[src/sv/cartesian_pid_jacobian_torque_unit_defines.svh]
`ifndef CARTESIAN_PID_JACOBIAN_TORQUE_UNIT_DEFINES_SVH
`define CARTESIAN_PID_JACOBIAN_TORQUE_UNIT_DEFINES_SVH

// same-cycle implication, sampled on clock, off during reset
`define CPJT_CHECK_IMPL(lbl, ante, cons, msg) \
   lbl: assert property (@(posedge clock) disable iff (reset) (ante) |-> (cons)) \
      else $error(msg);

// next-cycle implication, sampled on clock, off during reset
`define CPJT_CHECK_NEXT(lbl, ante, cons, msg) \
   lbl: assert property (@(posedge clock) disable iff (reset) (ante) |=> (cons)) \
      else $error(msg);

`endif

[src/sv/cpjt_pkg.sv]
`timescale 1ns / 1ps
`default_nettype none

package cpjt_pkg;

   typedef enum logic [1:0] {
      OP_EVAL  = 2'd0,
      OP_JOINT = 2'd1,
      OP_HOLD  = 2'd2,
      OP_IDLE  = 2'd3
   } op_type;

   localparam logic [1:0] CSR_KP = 2'd0;
   localparam logic [1:0] CSR_KI = 2'd1;
   localparam logic [1:0] CSR_KD = 2'd2;

   localparam int MUL_A_W = 17;
   localparam int MUL_B_W = 49;
   localparam int PROD_W  = MUL_A_W + MUL_B_W;
   localparam int SUM_W   = PROD_W - 6;

   typedef enum logic [14:0] {
      S_IDLE = 15'h0001,
      S_ERR  = 15'h0002,
      S_DTL  = 15'h0004,
      S_DTH  = 15'h0008,
      S_DTS  = 15'h0010,
      S_INT  = 15'h0020,
      S_KP   = 15'h0040,
      S_KI   = 15'h0080,
      S_KD   = 15'h0100,
      S_KDS  = 15'h0200,
      S_FRC  = 15'h0400,
      S_JMUL = 15'h0800,
      S_JACC = 15'h1000,
      S_JOUT = 15'h2000,
      S_PUB  = 15'h4000
   } state_type;

   typedef struct packed {
      state_type  state;
      logic [1:0] axis;
   } ctl_type;

   localparam logic signed [63:0] I32_MAX = 64'sd2147483647;
   localparam logic signed [63:0] I32_MIN = -64'sd2147483648;

   function automatic logic signed [31:0] sat32(input logic signed [63:0] x);
      logic signed [31:0] r;
      if (x > I32_MAX) begin
         r = 32'sh7FFFFFFF;
      end else if (x < I32_MIN) begin
         r = 32'sh80000000;
      end else begin
         r = x[31:0];
      end
      return r;
   endfunction

   function automatic logic [15:0] gain_sel(input logic [47:0] g, input logic [1:0] ax);
      logic [15:0] r;
      case (ax)
         2'd0:    r = g[15:0];
         2'd1:    r = g[31:16];
         default: r = g[47:32];
      endcase
      return r;
   endfunction

endpackage

`default_nettype wire

[src/sv/cartesian_pid_jacobian_torque_unit.sv]
`timescale 1ns / 1ps
`default_nettype none
`include "cartesian_pid_jacobian_torque_unit_defines.svh"

// Three-axis Cartesian PID hold controller with Jacobian-transpose torque.
// req_tuser carries the op (eval, joint, hold, idle); every accepted beat
// yields one rsp beat with the stored force, the joint torque and the hold
// flag. Gains are to be written on the csr channel only while the block is
// idle; the block itself does not enforce this. All arithmetic runs through
// one registered 17x49 signed multiplier stepped by a small sequencer, one
// item at a time: hold, idle, and an eval or joint op while not holding go
// straight to publish; a joint op while holding runs three multiplies for
// the dot product plus shift, add and saturate; an eval while holding runs,
// per axis, two multiplies for error*dt, integrator update, three gain
// multiplies and force saturate. req_tready is low while an item is worked
// on and while a finished result waits for a free rsp register.

module cartesian_pid_jacobian_torque_unit
   import cpjt_pkg::*;
(
   input  wire logic         clock,
   input  wire logic         reset,

   input  wire logic         req_tvalid,
   output logic              req_tready,
   // pos_x, pos_y, pos_z, vel_x, vel_y, vel_z, tick_time, jac_x, jac_y, jac_z,
   // torque_in
   input  wire logic [303:0] req_tdata,
   // op
   input  wire logic [1:0]   req_tuser,

   output logic              rsp_tvalid,
   input  wire logic         rsp_tready,
   // force_x, force_y, force_z, torque_out
   output logic [127:0]      rsp_tdata,
   // holding
   output logic [0:0]        rsp_tuser,

   input  wire logic         csr_valid,
   output logic              csr_ready,
   input  wire logic [1:0]   csr_index,
   input  wire logic [47:0]  csr_data
);

   localparam logic signed [PROD_W-1:0] INC_HI = 66'sd140737488355328;
   localparam logic signed [PROD_W-1:0] INC_LO = -66'sd140737488355328;
   localparam logic signed [49:0] INT_HI = 50'sd140737488355327;
   localparam logic signed [49:0] INT_LO = -50'sd140737488355328;

   ctl_type ctl;
   logic    accept;
   logic    pub_ok;
   op_type  op;

   logic [47:0] kp_ff, ki_ff, kd_ff;

   logic signed [31:0] pos_ff [3];
   logic signed [31:0] vel_ff [3];
   logic signed [15:0] jac_ff [3];
   logic signed [31:0] tin_ff;

   logic signed [31:0] ref_ff [3];
   logic signed [47:0] integ_ff [3];
   logic signed [31:0] force_ff [3];
   logic               hold_ff;
   logic               time_valid_ff;
   logic [31:0]        prev_ff;
   logic [31:0]        dt_ff;

   logic signed [32:0]       err_ff;
   logic signed [PROD_W-1:0] acc_ff;
   logic signed [SUM_W-1:0]  sum_ff;
   logic signed [31:0]       torque_ff;

   logic signed [31:0] rsp_force_ff [3];
   logic signed [31:0] rsp_torque_ff;
   logic               rsp_hold_ff;
   logic               rsp_valid_ff;

   logic signed [MUL_A_W-1:0] mul_a;
   logic signed [MUL_B_W-1:0] mul_b;
   logic signed [PROD_W-1:0]  prod;
   logic signed [SUM_W-1:0]   prod_sh;

   logic signed [48:0] inc;
   logic signed [49:0] int_sum;
   logic signed [47:0] int_new;
   logic signed [SUM_W:0] neg_sum;
   logic signed [46:0] tq_sum;

   assign op         = op_type'(req_tuser);
   assign req_tready = (ctl.state == S_IDLE);
   assign accept     = req_tvalid && req_tready;
   assign pub_ok     = !rsp_valid_ff || rsp_tready;
   assign csr_ready  = 1'b1;

   cpjt_seq u_seq (
      .clock   (clock),
      .reset   (reset),
      .start   (accept),
      .op      (op),
      .holding (hold_ff),
      .pub_ok  (pub_ok),
      .ctl     (ctl)
   );

   always_comb begin
      mul_a = '0;
      mul_b = '0;
      case (ctl.state)
         S_DTL: begin
            mul_a = {1'b0, dt_ff[15:0]};
            mul_b = {{16{err_ff[32]}}, err_ff};
         end
         S_DTH: begin
            mul_a = {1'b0, dt_ff[31:16]};
            mul_b = {{16{err_ff[32]}}, err_ff};
         end
         S_KP: begin
            mul_a = {1'b0, gain_sel(kp_ff, ctl.axis)};
            mul_b = {{16{err_ff[32]}}, err_ff};
         end
         S_KI: begin
            mul_a = {1'b0, gain_sel(ki_ff, ctl.axis)};
            mul_b = {integ_ff[ctl.axis][47], integ_ff[ctl.axis]};
         end
         S_KD: begin
            mul_a = {1'b0, gain_sel(kd_ff, ctl.axis)};
            mul_b = {{17{vel_ff[ctl.axis][31]}}, vel_ff[ctl.axis]};
         end
         S_JMUL: begin
            mul_a = {jac_ff[ctl.axis][15], jac_ff[ctl.axis]};
            mul_b = {{17{force_ff[ctl.axis][31]}}, force_ff[ctl.axis]};
         end
         default: begin
            mul_a = '0;
            mul_b = '0;
         end
      endcase
   end

   cpjt_mul u_mul (
      .clock   (clock),
      .mul_a   (mul_a),
      .mul_b   (mul_b),
      .prod_ff (prod)
   );

   assign prod_sh = prod[PROD_W-1:6];

   always_comb begin
      if (acc_ff > INC_HI) begin
         inc = INC_HI[48:0];
      end else if (acc_ff < INC_LO) begin
         inc = INC_LO[48:0];
      end else begin
         inc = acc_ff[48:0];
      end
      int_sum = {{2{integ_ff[ctl.axis][47]}}, integ_ff[ctl.axis]} + {inc[48], inc};
      if (int_sum > INT_HI) begin
         int_new = INT_HI[47:0];
      end else if (int_sum < INT_LO) begin
         int_new = INT_LO[47:0];
      end else begin
         int_new = int_sum[47:0];
      end
   end

   assign neg_sum = -{sum_ff[SUM_W-1], sum_ff};
   assign tq_sum  = {sum_ff[SUM_W-1], sum_ff[SUM_W-1:14]}
                  + {{15{tin_ff[31]}}, tin_ff};

   always_ff @(posedge clock) begin
      if (reset) begin
         kp_ff <= '0;
         ki_ff <= '0;
         kd_ff <= '0;
      end else if (csr_valid && csr_ready) begin
         case (csr_index)
            CSR_KP:  kp_ff <= csr_data;
            CSR_KI:  ki_ff <= csr_data;
            CSR_KD:  kd_ff <= csr_data;
            default: ;
         endcase
      end
   end

   always_ff @(posedge clock) begin
      if (accept) begin
         for (int i = 0; i < 3; i++) begin
            pos_ff[i] <= req_tdata[32*i +: 32];
            vel_ff[i] <= req_tdata[96 + 32*i +: 32];
            jac_ff[i] <= req_tdata[224 + 16*i +: 16];
         end
         tin_ff <= req_tdata[303:272];
      end
      case (ctl.state)
         S_ERR: err_ff <= {pos_ff[ctl.axis][31], pos_ff[ctl.axis]}
                        - {ref_ff[ctl.axis][31], ref_ff[ctl.axis]};
         S_DTH: acc_ff <= prod;
         S_DTS: acc_ff <= acc_ff + {prod[PROD_W-17:0], 16'b0};
         S_KI:  sum_ff <= prod_sh;
         S_KD:  sum_ff <= sum_ff + prod_sh;
         S_KDS: sum_ff <= sum_ff + prod_sh;
         S_JMUL: begin
            if (ctl.axis == 2'd0) begin
               sum_ff <= '0;
            end else begin
               sum_ff <= sum_ff + prod[SUM_W-1:0];
            end
         end
         S_JACC: sum_ff <= sum_ff + prod[SUM_W-1:0];
         default: ;
      endcase
   end

   always_ff @(posedge clock) begin
      if (reset) begin
         for (int i = 0; i < 3; i++) begin
            ref_ff[i]   <= '0;
            integ_ff[i] <= '0;
            force_ff[i] <= '0;
         end
         hold_ff       <= 1'b0;
         time_valid_ff <= 1'b0;
         prev_ff       <= '0;
         dt_ff         <= '0;
         torque_ff     <= '0;
      end else begin
         if (accept) begin
            torque_ff <= (op == OP_JOINT && !hold_ff) ? req_tdata[303:272] : '0;
            case (op)
               OP_HOLD: begin
                  for (int i = 0; i < 3; i++) begin
                     ref_ff[i]   <= req_tdata[32*i +: 32];
                     integ_ff[i] <= '0;
                  end
                  time_valid_ff <= 1'b0;
                  hold_ff       <= 1'b1;
               end
               OP_IDLE: hold_ff <= 1'b0;
               OP_EVAL: begin
                  if (hold_ff) begin
                     dt_ff         <= time_valid_ff ? (req_tdata[223:192] - prev_ff) : '0;
                     prev_ff       <= req_tdata[223:192];
                     time_valid_ff <= 1'b1;
                  end
               end
               default: ;
            endcase
         end
         case (ctl.state)
            S_INT:  integ_ff[ctl.axis] <= int_new;
            S_FRC:  force_ff[ctl.axis] <= sat32({{(63 - SUM_W){neg_sum[SUM_W]}}, neg_sum});
            S_JOUT: torque_ff <= sat32({{17{tq_sum[46]}}, tq_sum});
            default: ;
         endcase
      end
   end

   always_ff @(posedge clock) begin
      if (ctl.state == S_PUB && pub_ok) begin
         for (int i = 0; i < 3; i++) begin
            rsp_force_ff[i] <= force_ff[i];
         end
         rsp_torque_ff <= torque_ff;
         rsp_hold_ff   <= hold_ff;
      end
   end

   always_ff @(posedge clock) begin
      if (reset) begin
         rsp_valid_ff <= 1'b0;
      end else if (ctl.state == S_PUB && pub_ok) begin
         rsp_valid_ff <= 1'b1;
      end else if (rsp_tready) begin
         rsp_valid_ff <= 1'b0;
      end
   end

   assign rsp_tvalid = rsp_valid_ff;
   assign rsp_tdata  = {rsp_torque_ff, rsp_force_ff[2], rsp_force_ff[1], rsp_force_ff[0]};
   assign rsp_tuser  = rsp_hold_ff;

   `CPJT_CHECK_IMPL(a_busy_needs_hold, (ctl.state != S_IDLE) && (ctl.state != S_PUB), hold_ff, "sequence running while not holding")
   `CPJT_CHECK_IMPL(a_axis_range, ctl.state != S_IDLE, ctl.axis != 2'd3, "axis counter out of range")
   `CPJT_CHECK_NEXT(a_hold_arms, accept && (op == OP_HOLD), hold_ff && !time_valid_ff, "hold did not arm")
   `CPJT_CHECK_NEXT(a_pub_loads, (ctl.state == S_PUB) && pub_ok, rsp_tvalid && (ctl.state == S_IDLE), "result beat not loaded")

endmodule

`default_nettype wire

[src/sv/cpjt_mul.sv]
`timescale 1ns / 1ps
`default_nettype none

module cpjt_mul
   import cpjt_pkg::*;
(
   input  wire logic                      clock,
   input  wire logic signed [MUL_A_W-1:0] mul_a,
   input  wire logic signed [MUL_B_W-1:0] mul_b,
   output logic signed [PROD_W-1:0]       prod_ff
);

   logic signed [PROD_W-1:0] prod_in;

   assign prod_in = {{MUL_B_W{mul_a[MUL_A_W-1]}}, mul_a}
                  * {{MUL_A_W{mul_b[MUL_B_W-1]}}, mul_b};

   always_ff @(posedge clock) begin
      prod_ff <= prod_in;
   end

endmodule

`default_nettype wire

[src/sv/cpjt_seq.sv]
`timescale 1ns / 1ps
`default_nettype none

module cpjt_seq
   import cpjt_pkg::*;
(
   input  wire logic   clock,
   input  wire logic   reset,
   input  wire logic   start,
   input  wire op_type op,
   input  wire logic   holding,
   input  wire logic   pub_ok,
   output ctl_type     ctl
);

   state_type  state_ff, state_in;
   logic [1:0] axis_ff, axis_in;

   always_comb begin
      state_in = state_ff;
      axis_in  = axis_ff;
      case (state_ff)
         S_IDLE: begin
            axis_in = 2'd0;
            if (start) begin
               case (op)
                  OP_EVAL:  state_in = holding ? S_ERR : S_PUB;
                  OP_JOINT: state_in = holding ? S_JMUL : S_PUB;
                  default:  state_in = S_PUB;
               endcase
            end
         end
         S_ERR: state_in = S_DTL;
         S_DTL: state_in = S_DTH;
         S_DTH: state_in = S_DTS;
         S_DTS: state_in = S_INT;
         S_INT: state_in = S_KP;
         S_KP:  state_in = S_KI;
         S_KI:  state_in = S_KD;
         S_KD:  state_in = S_KDS;
         S_KDS: state_in = S_FRC;
         S_FRC: begin
            if (axis_ff == 2'd2) begin
               state_in = S_PUB;
            end else begin
               axis_in  = axis_ff + 2'd1;
               state_in = S_ERR;
            end
         end
         S_JMUL: begin
            if (axis_ff == 2'd2) begin
               state_in = S_JACC;
            end else begin
               axis_in = axis_ff + 2'd1;
            end
         end
         S_JACC: state_in = S_JOUT;
         S_JOUT: state_in = S_PUB;
         S_PUB: begin
            if (pub_ok) begin
               state_in = S_IDLE;
            end
         end
         default: state_in = S_IDLE;
      endcase
   end

   always_ff @(posedge clock) begin
      if (reset) begin
         state_ff <= S_IDLE;
         axis_ff  <= 2'd0;
      end else begin
         state_ff <= state_in;
         axis_ff  <= axis_in;
      end
   end

   assign ctl.state = state_ff;
   assign ctl.axis  = axis_ff;

endmodule

`default_nettype wire

[config.mk]
export PLATFORM = sky130hd
export DESIGN_NAME = cartesian_pid_jacobian_torque_unit
export DESIGN_NICKNAME = d
export VERILOG_FILES = /design/src/sv/cpjt_pkg.sv /design/src/sv/cartesian_pid_jacobian_torque_unit.sv /design/src/sv/cpjt_mul.sv /design/src/sv/cpjt_seq.sv
export VERILOG_INCLUDE_DIRS = /design/src /design/src/sv
export SDC_FILE = /design/constraint.sdc
export NUM_CORES = 2
export LEC_CHECK = 0
export BUFFER_PORTS_ARGS = -buffer_cell sky130_fd_sc_hd__clkbuf_2
export CAP_MARGIN = 25
export CELL_PAD_IN_SITES_DETAIL_PLACEMENT = 2
export CELL_PAD_IN_SITES_GLOBAL_PLACEMENT = 2
export CORE_ASPECT_RATIO = 2
export CORE_MARGIN = 2
export CORE_UTILIZATION = 41
export DETAILED_ROUTE_END_ITERATION = 12
export GPL_TIMING_DRIVEN = 1
export PLACE_DENSITY_LB_ADDON = 0.05
export SYNTH_ARGS = -nofsm -noshare
export SYNTH_HDL_FRONTEND = slang
export SYNTH_HIERARCHICAL = 1
export SYNTH_SLANG_ARGS = --single-unit
[constraint.sdc]
create_clock -name clock -period 13.9 [get_ports clock]
set_input_delay 1.39 -clock clock [delete_from_list [all_inputs] [get_ports clock]]
set_output_delay 1.39 -clock clock [all_outputs]
set_load 0.01 [all_outputs]
# Word level (Yosys, flattened, before mapping)
# Memories as Yosys holds them, arrays and structs flattened. A register that Yosys moved wholly into a read port is not among the register bits.
# Index checks and enable logic that the tools add are counted.
# totals
regBits,550
ramBits,672
input_bits,361
wordCells,182
mem_count,7
# mem_list
memory,depth,width,read_ports,rd_clocked_by_memory_dff,write_ports,line_no,source
integ_ff,3,48,1,1,3,cartesian_pid_jacobian_torque_unit.sv:63,logic signed [47:0] integ_ff [3];
force_ff,3,32,4,1,3,cartesian_pid_jacobian_torque_unit.sv:64,logic signed [31:0] force_ff [3];
pos_ff,3,32,1,1,3,cartesian_pid_jacobian_torque_unit.sv:57,logic signed [31:0] pos_ff [3];
ref_ff,3,32,1,1,3,cartesian_pid_jacobian_torque_unit.sv:62,logic signed [31:0] ref_ff [3];
rsp_force_ff,3,32,3,0,3,cartesian_pid_jacobian_torque_unit.sv:75,logic signed [31:0] rsp_force_ff [3];
vel_ff,3,32,1,1,3,cartesian_pid_jacobian_torque_unit.sv:58,logic signed [31:0] vel_ff [3];
+1 memories,--,--,--,--,--,--,
# classes
addsub,9
multipliers,1
n_lt_le_gt_ge,8
eq_ne,27
muxes,77
bitwise_logic,6
n_reduce_logical,29
# op_table
cell,count
$mux 32,14
$mux 48,6
$pmux 60 s4,1
$pmux 15 s15,1
$pmux 49 s4,1
$pmux 66 s2,1
$add 60x60->60,2
$pmux 17 s6,1
$mux 49,2
$pmux 16 s2,3
$mux 15,6
$add 66x66->66,1
$gt 66x49->1 const B,1
$lt 66x48->1 const B,1
$mul 17x49->66,1
$gt 61x32->1 const B,1
$lt 61x32->1 const B,1
$neg 61->61,1
$mux 60,1
$add 48x49->50,1
$gt 50x48->1 const B,1
$lt 50x48->1 const B,1
$reduce_or 48->1,1
$add 46x32->47,1
other kinds (41),106

# Longest topological paths before layout
# depth
ltp_word,8
ltp_mapped,37
mapped_depth_nobuf,34

# Modules after synthesis
# The synthesis kept the hierarchy.
# modules_own_cells
module,n_inst,cells_each,area_per_inst_um2
cartesian_pid_jacobian_torque_unit,1,6564,67872.6
cpjt_mul,1,3282,29185.5
cpjt_seq,1,110,967.2

# Worst setup path before layout
# Ideal clock, no wire load.
# synth_path
kind,register to register
from,register u_seq.state_ff[9]
to,register dt_ff[1]
t_arrival_ps,10112
path_slack_ps,3717
stages_incl_launch_ff,13
n_path_buf,1
period_less_slack_ps,10183
cell_sequence,dfxtp_1 > or3_1 > nor3_1 > and2_1 > nand2_1 > or3_1 > nor3b_1 > and2_1 > nand3b_1 > nor2_1 > clkbuf_1 > nand3_1 > a21oi_1
# synth_via
elab_chain_len,3
# synth_lines
item,line_no,source
"start, declared",cpjt_seq.sv:16,"state_type state_ff, state_in;"
"start signal, assigned",cpjt_seq.sv:73,state_ff <= state_in;
$eq 15x1->1,cartesian_pid_jacobian_torque_unit.sv:92,assign req_tready = (ctl.state == S_IDLE);
net req_tready,cartesian_pid_jacobian_torque_unit.sv:25,"output logic req_tready,"
$logic_and 1x1->1,cartesian_pid_jacobian_torque_unit.sv:93,assign accept = req_tvalid && req_tready;
net accept,cartesian_pid_jacobian_torque_unit.sv:51,logic accept;
$reduce_and 3->1 (no source line),--,
"end signal, assigned",cartesian_pid_jacobian_torque_unit.sv:244,dt_ff <= time_valid_ff ? (req_tdata[223:192] - prev_ff) : '0;
"end, declared",cartesian_pid_jacobian_torque_unit.sv:68,logic [31:0] dt_ff;
# The timed path passes the listed nets, and every way through them passes these cells.
# A chain may end at the register's enable or synchronous reset.

# Final worst setup path
# layout_path
from,register u_seq.state_ff[11]
to,register u_mul.prod_ff[58]
# layout_via
elab_chain_len,4
elab_cells_between_ends,10
# layout_lines
item,line_no,source
"$eq 15x3->1, or another cell as far along",cartesian_pid_jacobian_torque_unit.sv:110,case (ctl.state)
$reduce_or 3->1 (no source line),--,
$pmux 49 s4 (*),cartesian_pid_jacobian_torque_unit.sv:110,
net mul_b[32],cartesian_pid_jacobian_torque_unit.sv:81,logic signed [MUL_B_W-1:0] mul_b;
$mul 17x49->66 (*),cpjt_mul.sv:16,"* {{MUL_A_W{mul_b[MUL_B_W-1]}}, mul_b};"
net u_mul.prod_in[58],cpjt_mul.sv:13,logic signed [PROD_W-1:0] prod_in;
"end signal, assigned",cpjt_mul.sv:19,prod_ff <= prod_in;
"end, declared",cpjt_mul.sv:10,output logic signed [PROD_W-1:0] prod_ff
# Mark *: on every way through the listed nets, which the timed path passes. The rest lies on a longest branch.

==> impl_metrics.env <==
export IMPL_grt_ovfl_total=0
export IMPL_cts_setup_buffers=0
export IMPL_gr_usage_all_layers=0.381
export IMPL_min_path_type="flip-flop to flip-flop"
export IMPL_cts_clk_slew_worst_paths_ps=70
export IMPL_p_switching_mw=3.02
export IMPL_syn_nets=11600
export IMPL_hold_end="rsp_torque_ff[26]"
export IMPL_grt_pass1_vias=92700
export IMPL_yosys_register_bits=1302
export IMPL_setup_ws_ps=2570
export IMPL_grt_start_max_net_pins=122
export IMPL_final_area_um2=109000
export IMPL_relSlewSlack=0.184
export IMPL_drive_above_1_share=0.110
export IMPL_cpPeakStageDelay_ps=830
export IMPL_period_share=0.815
export IMPL_drtIter0Drc=4790
export IMPL_gp_congestion=0.995
export IMPL_clkPwrFrac=0.379
export IMPL_worst_path_max_delay_cell="a21o_1"
export IMPL_insertion_delay_ps=850
export IMPL_vias=81300
export IMPL_root_buffer="clkbuf_16"
export IMPL_rsz0062_at_grt="no"
export IMPL_p_int_mw=7.23
export IMPL_min_path_cells=0
export IMPL_p_leak_nw=46.7
export IMPL_status="finished, final reports clean"
export IMPL_reg2reg_slack_ps=2570
export IMPL_clock_path_buffers=4
export IMPL_totalWireLength_um=466000
export IMPL_switching_share=0.295
export IMPL_die_h_um=696
export IMPL_peakVddDrop_mv=0.151
export IMPL_worst_setup_path_type="flip-flop to flip-flop"
export IMPL_grt_pass1_wl_um=661000
export IMPL_synthesis_area_um2=98000
export IMPL_final_core_util=0.460
export IMPL_numCtsBuffers=140
export IMPL_io_buffers=491
export IMPL_cp_arrival_ps=12010
export IMPL_fmax_ghz=0.0883
export IMPL_die_x_um=350
export IMPL_r2r_end="u_mul/prod_ff[58]"
export IMPL_hold_slack_ps=434
export IMPL_final_nets=11900
export IMPL_hold_buffers=0
export IMPL_cellPowerDensity_nw_per_um2=93.8
export IMPL_setup_violations=0
export IMPL_h_tree_depth=4
export IMPL_maxCapViolations=0
export IMPL_tightest_slew_ps=1220
export IMPL_min_from="torque_ff[26]"
export IMPL_p_seq_frac=0.461
export IMPL_clock_skew_ps=97.9
export IMPL_wl_per_cell_um=34.5
export IMPL_die_area_um2=243000
export IMPL_viasPerCell=6.03
export IMPL_syn_avg_cell_area_um2=9.85
export IMPL_cts_sinks=1302
export IMPL_ys_warn_count=6
export IMPL_route_detailed_drc=0
export IMPL_ant_nets=0
export IMPL_dpl_cell_area_um2=105000
export IMPL_synth_ff_type="edfxtp_1"
export IMPL_antenna_found_initial=30
export IMPL_start_util=0.413
export IMPL_synth_edf_count=976
export IMPL_start_kind="flip-flop"
export IMPL_reg2reg_depth=32
export IMPL_comb_power_share=0.160
export IMPL_pre_cts_ws_ps=2780
export IMPL_drv_slew=0
export IMPL_worstPathRequired_ps=14580
export IMPL_synth_cell_types=97
export IMPL_ys_seq_area_frac=0.366
export IMPL_fill_cells=25100
export IMPL_cpMostUsedCell="fa_1"
export IMPL_areaGrowthSynthToFinish_pct=11.4
export IMPL_dp_hpwl_um=363000
export IMPL_first_pass_iters=6
export IMPL_end_kind="flip-flop"
export IMPL_ys_async_sr_fraction=0
export IMPL_setup_tns_ps=0
export IMPL_post_cts_resized=0
export IMPL_syn_inst=9956
export IMPL_core_area_um2=237000
export IMPL_ios=493
export IMPL_hold_violations=0
export IMPL_cts_tree="done"
export IMPL_reg2reg_from="u_seq/state_ff[11]"
export IMPL_worstPathMaxFanout=48
export IMPL_fp_row_count=253
export IMPL_fin_crit_ps=11330
==> synthesized netlist by cell type, types with 53 or more instances <==
master    number  area, um^2
a21o_1       200        1500
edfxtp_1     976       29300
nand3_1      129         646
nor2_1       519        1950
nand4_1       74         463
mux2i_1      168        1680
fa_1         783       15700
o21a_1        53         398
nor2b_1      105         657
clkbuf_1     437        1640
and2_1       452        2830
dfxtp_1      326        6530
xnor2_1      236        2070
nand2_1     1418        5320
a22oi_1       78         586
ha_1         477        5970
a21oi_1      684        3420
o21ai_1      114         571
xor2_1       153        1340
nor3_1        76         380
nand2b_1      64         400
inv_1       1051        3950
o21ai_0      446        2230
o21bai_1      54         405
mux4_2        80        1800
a211oi_1      73         548
==> routing by layer <==
metal,share of wire,routed length (um),global-route usage
met3,0.055,25500,0.0704
met5,0.00041,189,0
met2,0.52,243000,0.699
met4,0.10,48400,0.323
met1,0.32,149000,0.362
==> worst max-delay path: cells and delay by family, from the launching register on <==
kind                     cells  cell delay [ps]
adder cells (fa/ha/maj)      7             3650
AND/OR/NAND/NOR             11             3470
AO/OA/AOI/OAI                7             2280
buffers and inverters        7             1200
flip-flops                   1              490
==> final cells by class <==
class                   count  area, um^2  share of cell area
diodes                     12        30.0            0.000275
clock buffers             198        4010              0.0367
clock inverters            43         448             0.00410
inverters                1052        3950              0.0362
multi-input cells        7104       56600               0.519
flip-flops and latches   1302       35800               0.328
well taps                3060        3830              0.0351
repair buffers            728        4450              0.0408
==> per-stage QoR <==
step	total power, mW	instances
after floorplan	5.67	9956
after global placement	6.29	13200
after detailed placement	6.40	13200
after CTS	10.3	13500
after global routing	10.5	13500
final	10.2	13500
==> state kept, by name, summed over array words and instances (netlist names), 33 cells and up <==
signal,flops
integ_ff,192
pos_ff,96
rsp_force_ff,96
sum_ff,60
kd_ff,48
jac_ff,48
err_ff,33
u_mul/prod_ff,66
force_ff,128
ref_ff,96
kp_ff,48
vel_ff,96
ki_ff,48
acc_ff,66
==> cells in the final DEF (no fill, tap or decap), types with 29 or more instances in the layout <==
master	n
a211oi_1	72
a21o_1	200
a21oi_1	682
a221o_1	42
a22o_1	40
a22oi_1	78
a31oi_1	41
and2_1	450
and3_1	40
buf_4	213
clkbuf_1	35
clkbuf_16	146
clkbuf_2	491
dfxtp_1	324
edfxtp_1	976
fa_1	783
ha_1	477
inv_1	1050
mux2i_1	168
mux4_2	80
nand2_1	1412
nand2b_1	60
nand3_1	113
nand4_1	74
nor2_1	512
nor2b_1	104
nor3_1	76
nor4_1	47
o211ai_1	29
o21a_1	53
o21ai_0	436
o21ai_1	122
o21bai_1	54
o31ai_1	30
or3_1	37
xnor2_1	236
xor2_1	153
==> power groups by stage <==
stage / clock network (mW) / logic (mW) / registers (mW)
after floorplan: 0 / 0.831 / 4.84
after CTS: 3.94 / 1.62 / 4.72
final: 3.89 / 1.64 / 4.72
after global placement: 0 / 1.52 / 4.77
after detailed placement: 0 / 1.60 / 4.80
after global routing: 4.04 / 1.74 / 4.74
==> how the worst max path moves through the flow <==
stage                       start                end  slack, ps  cells after the start
6_report       u_seq/state_ff[11]  u_mul/prod_ff[58]       2570                     32
5_1_grt        u_seq/state_ff[11]  u_mul/prod_ff[58]       2200                     32
4_1_cts        u_seq/state_ff[11]  u_mul/prod_ff[58]       2680                     32
3_5_place_dp   u_seq/state_ff[11]  u_mul/prod_ff[58]       2780                     32
3_3_place_gp   u_seq/state_ff[11]  u_mul/prod_ff[58]       2970                     32
2_1_floorplan   u_seq/state_ff[9]           dt_ff[1]       3720                     12
==> cells by family (layout without fill, tap and decap cells) <==
| logic type | count (synthesis) | after routing | synth area share |
|---|---|---|---|
| simple gates | 3102 | 3102 | 0.148 |
| compound gates | 2094 | 2094 | 0.133 |
| buf+inv | 1550 | 2021 | 0.0605 |
| flops | 1302 | 1302 | 0.366 |
| fa+ha+maj | 1260 | 1260 | 0.221 |
| xor+xnor | 389 | 389 | 0.0348 |
| mux | 258 | 258 | 0.0367 |
| other cells | 1 | 13 | 0.0000383 |
Note: power is estimated with default switching activity, not from simulation.
